## config.mk

```make
export PLATFORM = sky130hd
export DESIGN_NAME = monitor_packet_parser
export DESIGN_NICKNAME = d
export VERILOG_FILES = /design/src/rtl/core/mpp_pkg.sv /design/src/rtl/core/monitor_packet_parser.sv
export SDC_FILE = /design/constraint.sdc
export NUM_CORES = 1
export LEC_CHECK = 0
export ABC_CLOCK_PERIOD_IN_PS = 9800
export BUFFER_PORTS_ARGS = -buffer_cell sky130_fd_sc_hd__buf_4
export CORE_MARGIN = 5
export CORE_UTILIZATION = 55
export DETAILED_ROUTE_END_ITERATION = 8
export GPL_TIMING_DRIVEN = 0
export PLACE_DENSITY = 0.71
export SLEW_MARGIN = 25
export SYNTH_ARGS = -nofsm -noshare
export SYNTH_HDL_FRONTEND = slang
export SYNTH_SLANG_ARGS = --single-unit
export TNS_END_PERCENT = 5
```

## constraint.sdc

```tcl
create_clock -name clk -period 9.8 [get_ports clk]
set_clock_uncertainty 0.2 [all_clocks]
set_input_delay 0.49 -clock clk [delete_from_list [all_inputs] [get_ports clk]]
set_output_delay 0.49 -clock clk [all_outputs]
set_load 0.02 [all_outputs]
```

## src/rtl/core/mpp_pkg.sv

```systemverilog
// ----------------------------------------------------------------------------
// Monitor packet parser package
// Framing phases, protocol type codes and divide-by-three constants.
// ----------------------------------------------------------------------------
package mpp_pkg;

    // framing phase of the parser
    typedef enum logic [1:0] {
        PH_TYPE  = 2'd0,
        PH_HEAD  = 2'd1,
        PH_DATA  = 2'd2,
        PH_CHECK = 2'd3
    } phase_t;

    // protocol type codes
    localparam logic [4:0] ECG_TYPE    = 5'd8;
    localparam logic [7:0] PAR_TYPE_LO = 8'h09;
    localparam logic [7:0] PAR_TYPE_HI = 8'h1A;

    // ecg packets carry seven data bytes, indexes 0 to 6
    localparam logic [2:0] ECG_LAST_INDEX = 3'd6;

    // sum of three samples and its magnitude
    localparam int ACC_W = 18;
    localparam int MAG_W = 17;
    localparam int Q_W   = 16;

    // floor(n / 3) = (n * ceil(2^18 / 3)) >> 18, exact for n below 2^17
    localparam logic [MAG_W-1:0] DIV3_RECIP = 17'h15556;
    localparam int               DIV3_SHIFT = 18;

endpackage

```

## src/rtl/core/monitor_packet_parser.sv

```systemverilog
// ----------------------------------------------------------------------------
// Monitor packet parser
// Reassembles ecg and parameter packets from a received byte stream, checks
// them and emits one result per good packet.
// A result is valid in the cycle after its check byte is transferred.
// Throughput: one byte per cycle; input stalls only while a result is held.
// ECG samples are summed as their byte pairs arrive, and the divide by three
// is a reciprocal multiply done on the last data byte.
// Reset: rst_n clears the framing state and the result valid at once.
// ----------------------------------------------------------------------------
module monitor_packet_parser (
    input  logic        clk,
    input  logic        rst_n,
    input  logic        in_valid,
    output logic        in_ready,
    input  logic [7:0]  rx_byte,
    output logic        out_valid,
    input  logic        out_ready,
    output logic [4:0]  packet_type,
    output logic signed [15:0] sample_value
);

    // control state
    mpp_pkg::phase_t phase_reg, phase_next;
    logic [4:0]      cur_type_reg, cur_type_next;
    logic [7:0]      high_bits_reg, high_bits_next;
    logic [2:0]      byte_idx_reg, byte_idx_next;
    logic            out_valid_reg, out_valid_next;

    // payload state
    logic [7:0]                       hold_reg, hold_next;
    logic signed [mpp_pkg::ACC_W-1:0] acc_reg, acc_next;
    logic [mpp_pkg::Q_W-1:0]          qmag_reg, qmag_next;
    logic                             neg_reg, neg_next;
    logic [4:0]                       packet_type_reg, packet_type_next;
    logic [15:0]                      sample_value_reg, sample_value_next;

    // decode of the incoming byte
    logic                        take;
    mpp_pkg::phase_t             eff_phase;
    logic                        type_ok;
    logic                        is_ecg;
    logic [7:0]                  restored;
    logic [15:0]                 sample;
    logic [mpp_pkg::ACC_W-1:0]   acc_abs;
    logic [mpp_pkg::MAG_W-1:0]   acc_mag;
    logic [2*mpp_pkg::MAG_W-1:0] product;
    logic                        result_hit;
    logic [4:0]                  result_type;
    logic [15:0]                 result_value;

    assign in_ready  = !out_valid_reg || out_ready;
    assign take      = in_valid && in_ready;
    assign eff_phase = rx_byte[7] ? phase_reg : mpp_pkg::PH_TYPE;
    assign type_ok   = (rx_byte == {3'b000, mpp_pkg::ECG_TYPE})
                    || (rx_byte >= mpp_pkg::PAR_TYPE_LO && rx_byte <= mpp_pkg::PAR_TYPE_HI);
    assign is_ecg    = (cur_type_reg == mpp_pkg::ECG_TYPE);

    // data byte with bit 7 taken from the head byte
    assign restored = {high_bits_reg[is_ecg ? byte_idx_reg : 3'd0], rx_byte[6:0]};
    assign sample   = {hold_reg, restored};

    // magnitude of the ecg sum divided by three
    assign acc_abs = acc_reg[mpp_pkg::ACC_W-1] ? mpp_pkg::ACC_W'(-acc_reg) : acc_reg;
    assign acc_mag = acc_abs[mpp_pkg::MAG_W-1:0];
    assign product = acc_mag * mpp_pkg::DIV3_RECIP;

    // next framing phase
    always_comb
    begin
        phase_next = phase_reg;
        if (take)
        begin
            case (eff_phase)
                mpp_pkg::PH_TYPE:
                begin
                    phase_next = type_ok ? mpp_pkg::PH_HEAD : mpp_pkg::PH_TYPE;
                end
                mpp_pkg::PH_HEAD:
                begin
                    phase_next = mpp_pkg::PH_DATA;
                end
                mpp_pkg::PH_DATA:
                begin
                    if (!is_ecg || byte_idx_reg == mpp_pkg::ECG_LAST_INDEX)
                        phase_next = mpp_pkg::PH_CHECK;
                    else
                        phase_next = mpp_pkg::PH_DATA;
                end
                mpp_pkg::PH_CHECK:
                begin
                    phase_next = mpp_pkg::PH_TYPE;
                end
                default:
                begin
                    phase_next = mpp_pkg::PH_TYPE;
                end
            endcase
        end
    end

    // per-phase register updates and the packet check
    always_comb
    begin
        cur_type_next  = cur_type_reg;
        high_bits_next = high_bits_reg;
        byte_idx_next  = byte_idx_reg;
        hold_next      = hold_reg;
        acc_next       = acc_reg;
        qmag_next      = qmag_reg;
        neg_next       = neg_reg;
        result_hit     = 1'b0;
        result_type    = cur_type_reg;
        result_value   = {8'h00, hold_reg};
        if (take)
        begin
            case (eff_phase)
                mpp_pkg::PH_TYPE:
                begin
                    if (type_ok)
                    begin
                        cur_type_next  = rx_byte[4:0];
                        high_bits_next = 8'h00;
                    end
                end
                mpp_pkg::PH_HEAD:
                begin
                    high_bits_next = rx_byte;
                    byte_idx_next  = 3'd0;
                    acc_next       = '0;
                end
                mpp_pkg::PH_DATA:
                begin
                    if (is_ecg)
                    begin
                        byte_idx_next = byte_idx_reg + 3'd1;
                        // even bytes are sample high halves, odd bytes close a sample
                        if (!byte_idx_reg[0])
                            hold_next = restored;
                        else
                            acc_next = acc_reg + mpp_pkg::ACC_W'(signed'(sample));
                        // sum is final by the last data byte
                        if (byte_idx_reg == mpp_pkg::ECG_LAST_INDEX)
                        begin
                            qmag_next = product[mpp_pkg::DIV3_SHIFT +: mpp_pkg::Q_W];
                            neg_next  = acc_reg[mpp_pkg::ACC_W-1];
                        end
                    end
                    else
                    begin
                        hold_next = restored;
                    end
                end
                mpp_pkg::PH_CHECK:
                begin
                    if (is_ecg)
                    begin
                        result_hit   = (acc_reg[7:0] == {1'b0, rx_byte[6:0]});
                        result_value = neg_reg ? 16'(-qmag_reg) : qmag_reg;
                    end
                    else
                    begin
                        result_hit   = (hold_reg[6:0] == rx_byte[6:0]);
                        result_value = {8'h00, hold_reg};
                    end
                end
                default:
                begin
                    result_hit = 1'b0;
                end
            endcase
        end
    end

    // result register
    always_comb
    begin
        out_valid_next    = out_valid_reg && !out_ready;
        packet_type_next  = packet_type_reg;
        sample_value_next = sample_value_reg;
        if (take && result_hit)
        begin
            out_valid_next    = 1'b1;
            packet_type_next  = result_type;
            sample_value_next = result_value;
        end
    end

    // control registers
    always_ff @(posedge clk or negedge rst_n)
    begin
        if (!rst_n)
        begin
            phase_reg     <= mpp_pkg::PH_TYPE;
            cur_type_reg  <= 5'd0;
            high_bits_reg <= 8'h00;
            byte_idx_reg  <= 3'd0;
            out_valid_reg <= 1'b0;
        end
        else
        begin
            phase_reg     <= phase_next;
            cur_type_reg  <= cur_type_next;
            high_bits_reg <= high_bits_next;
            byte_idx_reg  <= byte_idx_next;
            out_valid_reg <= out_valid_next;
        end
    end

    // payload registers
    always_ff @(posedge clk)
    begin
        hold_reg         <= hold_next;
        acc_reg          <= acc_next;
        qmag_reg         <= qmag_next;
        neg_reg          <= neg_next;
        packet_type_reg  <= packet_type_next;
        sample_value_reg <= sample_value_next;
    end

    assign out_valid    = out_valid_reg;
    assign packet_type  = packet_type_reg;
    assign sample_value = sample_value_reg;

endmodule

```

==> summary.md <==
| Metric | Value |
|---|---|
| H-Tree Depth | `3` |
| Asr flop ratio synth | `22.9%` |
| Mean Syn Cell Area | `9.71 sq um` |
| Clock Sinks | `83` |
| Clock slew at reported path FFs | `0.06 ns` |
| Final Cell Area | `0.0105 sq mm` |
| Slew Viols, Final | `0` |
| Number of distinct library cells after synthesis | `61` |
| Post-DP HPWL | `18000 um` |
| Die Span X | `142 um` |
| IO Pins | `35` |
| Crit path time final | `8.48 ns` |
| Crit. End Element | `flip-flop` |
| Worst EP required | `9.72 ns` |
| Routed wire per std cell | `16.8 um` |
| Via total after detailed routing | `7093` |
| Max Clk Rate | `118 MHz` |
| Die H | `142 um` |
| Pleak | `4.96 nW` |
| Core area | `0.0172 sq mm` |
| WHS | `0.199 ns` |
| Final hold violations | `0` |
| Avg Vias per Cell | `5.59` |
| M3 GR Usage | `3.16%` |
| Drt first-iter violations | `433` |
| TritonCTS Buffers | `9` |
| Status | `finished clean` |
| Multi-input gate area | `0.00658 sq mm` |
| Measured slew at the worst slew-check pin | `0.969 ns` |
| Maxcap violations | `0` |
| Reg area | `0.00240 sq mm` |
| Critical Path Source Type | `flip-flop` |
| WS Path Type | `reg -> reg` |
| Final ANT Viol Nets | `0` |
| Grt met2 use | `36.6%` |
| Final wirelength | `21300 um` |
| Worst vdd ir | `0.0938 mV` |
| Initial Utilization | `55.9%` |
| CTS tree | `yes` |
| Die Outline Area | `0.0203 sq mm` |
| Most common cell after layout, fill and taps aside | `inv_1` |
| N_diodes | `0` |
| Num rows | `48` |
| Global-route wire length before repair | `35500 um` |
| HP Class | `in -> reg` |
| Reg2reg start | `acc_reg[4]` |
| Total power divided by cell area | `136 mW/mm^2` |
| Final Setup Violations | `0` |
| Warnings, synthesis | `0` |
| Synth Flop Type | `edfxtp_1` |
| GRT Total Usage | `21.9%` |
| Met1 usage | `31.0%` |
| Vias in the first global route | `7050` |
| Synth Register Bits | `83` |
| Skew-Pair Late Insertion Delay | `0.34 ns` |
| DP Area | `0.0102 sq mm` |
| Pin count of the biggest net entering global routing | `22` |
| Worst slew margin | `34.9%` |
| Total congestion overflow | `0` |
| Root buf cell | `clkbuf_16` |
| WP data arrival | `8.40 ns` |
| First-pass DRT Iterations | `5` |
| CTS Buffer Depth | `2` |
| Max FFs per register | `18` |
| EDFF count, synth | `64` |
| Synth Instances | `992` |
| RSZ-0062 raised after global routing | `false` |
| Ratio of cells with drive above 1 in the final layout | `6.42%` |
| Critical path origin | `acc_reg[4]` |
| Initial antenna violation count | `0` |
| Worst-path maximum fanout | `7` |
| Gpl congestion | `0.945` |
| Synthesized area | `0.00964 sq mm` |
| Final net count | `1277` |
| Gr busiest metal | `met2` |
| Setup TNS | `0 ns` |
| FILL cells | `1503` |
| Sequential share of the synthesized area | `24.9%` |
| DRC Markers | `0` |
| Post-cts resize count | `0` |
| Min-delay src | `rx_byte[5]` |
| Area grow syn2layout | `9.28%` |
| Syn Nets | `1230` |
| I/O Buffers | `34` |
| Final cycle utilization of the critical path | `86.5%` |
| Most frequent cells in the layout | `inv_1, ha_1, nand2_1` |
through the flow:
step | utilization [%] | power (mW) | worst slack, ns | instances
finish | 61.1 | 1.44 | 1.32 | 1269
global route | 61.1 | 1.54 | 0.965 | 1269
CTS | 61.1 | 1.44 | 1.37 | 1269
detailed placement | 59.2 | 1.08 | 1.41 | 1252
global placement | 59.0 | 1.06 | 1.57 | 1251
floorplan | - | 0.911 | 2.41 | 992
layer usage:
metal  vias to the layer above  wire [um]  share of wire, %
li1                       3492          -                 -
met1                      3438      10000                47
met2                       142      10200                48
met3                        21        866               4.1
met4                         0        224               1.1
met5                         -          0                 0
worst max-delay path, cell delays in order, from the launching register on:
cell      delay, ns
edfxtp_1       0.54
or4_4          0.61
or3_4          0.40
or3_4          0.41
nor3_1         0.18
nor2_1         0.07
xor2_1         0.58
ha_1           0.41
ha_1           0.30
inv_1          0.05
fa_1           0.51
inv_1          0.05
fa_1           0.46
fa_1           0.55
inv_1          0.06
fa_1           0.56
inv_1          0.05
ha_1           0.35
and3_1         0.30
nand2_1        0.10
o41ai_1        0.73
a21oi_1        0.19
o211a_1        0.26
a311oi_1       0.35
layout make-up:
cell class	instances	share of cell area, %
Multi-Input combinational cell	729	62.5
Timing Repair Buffer	36	2.59
Buffer	16	0.582
Clock buffer	10	2.17
Sequential cell	83	22.8
Tap cell	225	2.67
Inverter	164	5.85
Clock inverter	6	0.855
worst paths after layout:
kind,slack [ns],end,cells after the start
worst min register to register,0.27,neg_reg,0
worst max-delay path,1.32,qmag_reg[9],23
worst min-delay path,0.20,hold_reg[5],1
min in group asynchronous,0.36,high_bits_reg[0],2
worst max register to register,1.32,qmag_reg[9],23
max in group asynchronous,8.83,cur_type_reg[3],2
cell families after synthesis:
family,count (synthesis),synth area share [%]
simple gates,211,10.5
mux,19,2.14
fa+ha+maj,226,35.1
flops,83,24.9
buf+inv,180,7.02
xor+xnor,92,8.36
compound gates,181,12.0
synth_stat cells, types with 3 or more instances:
| cell type | number | share of area (%) |
|---|---|---|
| nand2b_1 | 11 | 0.71 |
| dfrtp_1 | 19 | 4.9 |
| a31oi_1 | 8 | 0.52 |
| fa_1 | 74 | 15 |
| o21a_1 | 7 | 0.55 |
| a21oi_1 | 54 | 2.8 |
| a311oi_1 | 4 | 0.36 |
| nor3_1 | 11 | 0.57 |
| nand2_1 | 75 | 2.9 |
| o211ai_1 | 7 | 0.55 |
| clkbuf_1 | 15 | 0.58 |
| mux2_2 | 3 | 0.35 |
| and3_1 | 4 | 0.26 |
| o31ai_1 | 11 | 0.86 |
| a211oi_1 | 5 | 0.39 |
| inv_1 | 160 | 6.2 |
| nor2_1 | 48 | 1.9 |
| or4_1 | 5 | 0.39 |
| or3_1 | 7 | 0.45 |
| nand3_1 | 14 | 0.73 |
| nand4_1 | 4 | 0.26 |
| nor4_1 | 3 | 0.19 |
| mux2i_1 | 15 | 1.6 |
| ha_1 | 152 | 20 |
| nor2b_1 | 13 | 0.84 |
| edfxtp_1 | 64 | 20 |
| xnor2_1 | 57 | 5.2 |
| a21o_1 | 15 | 1.2 |
| xor2_1 | 35 | 3.2 |
| o21ai_0 | 43 | 2.2 |
| and2_1 | 7 | 0.45 |
timing repair:
| action | in CTS | in global routing |
|---|---|---|
| endpoints found under the hold margin | 19 | 0 |
| hold buffers | 1 | 0 |
| setup buffers | 0 | 0 |
| setup endpoints to repair | 0 | 0 |
power by group:
group          leakage (nW)  total, mW  internal (mW)  switching [mW]
sequential            0.860      0.417          0.410         0.00707
combinational          3.95      0.657          0.263           0.394
clock                 0.153      0.361          0.224           0.137
Note: power is estimated with default switching activity, not from simulation.
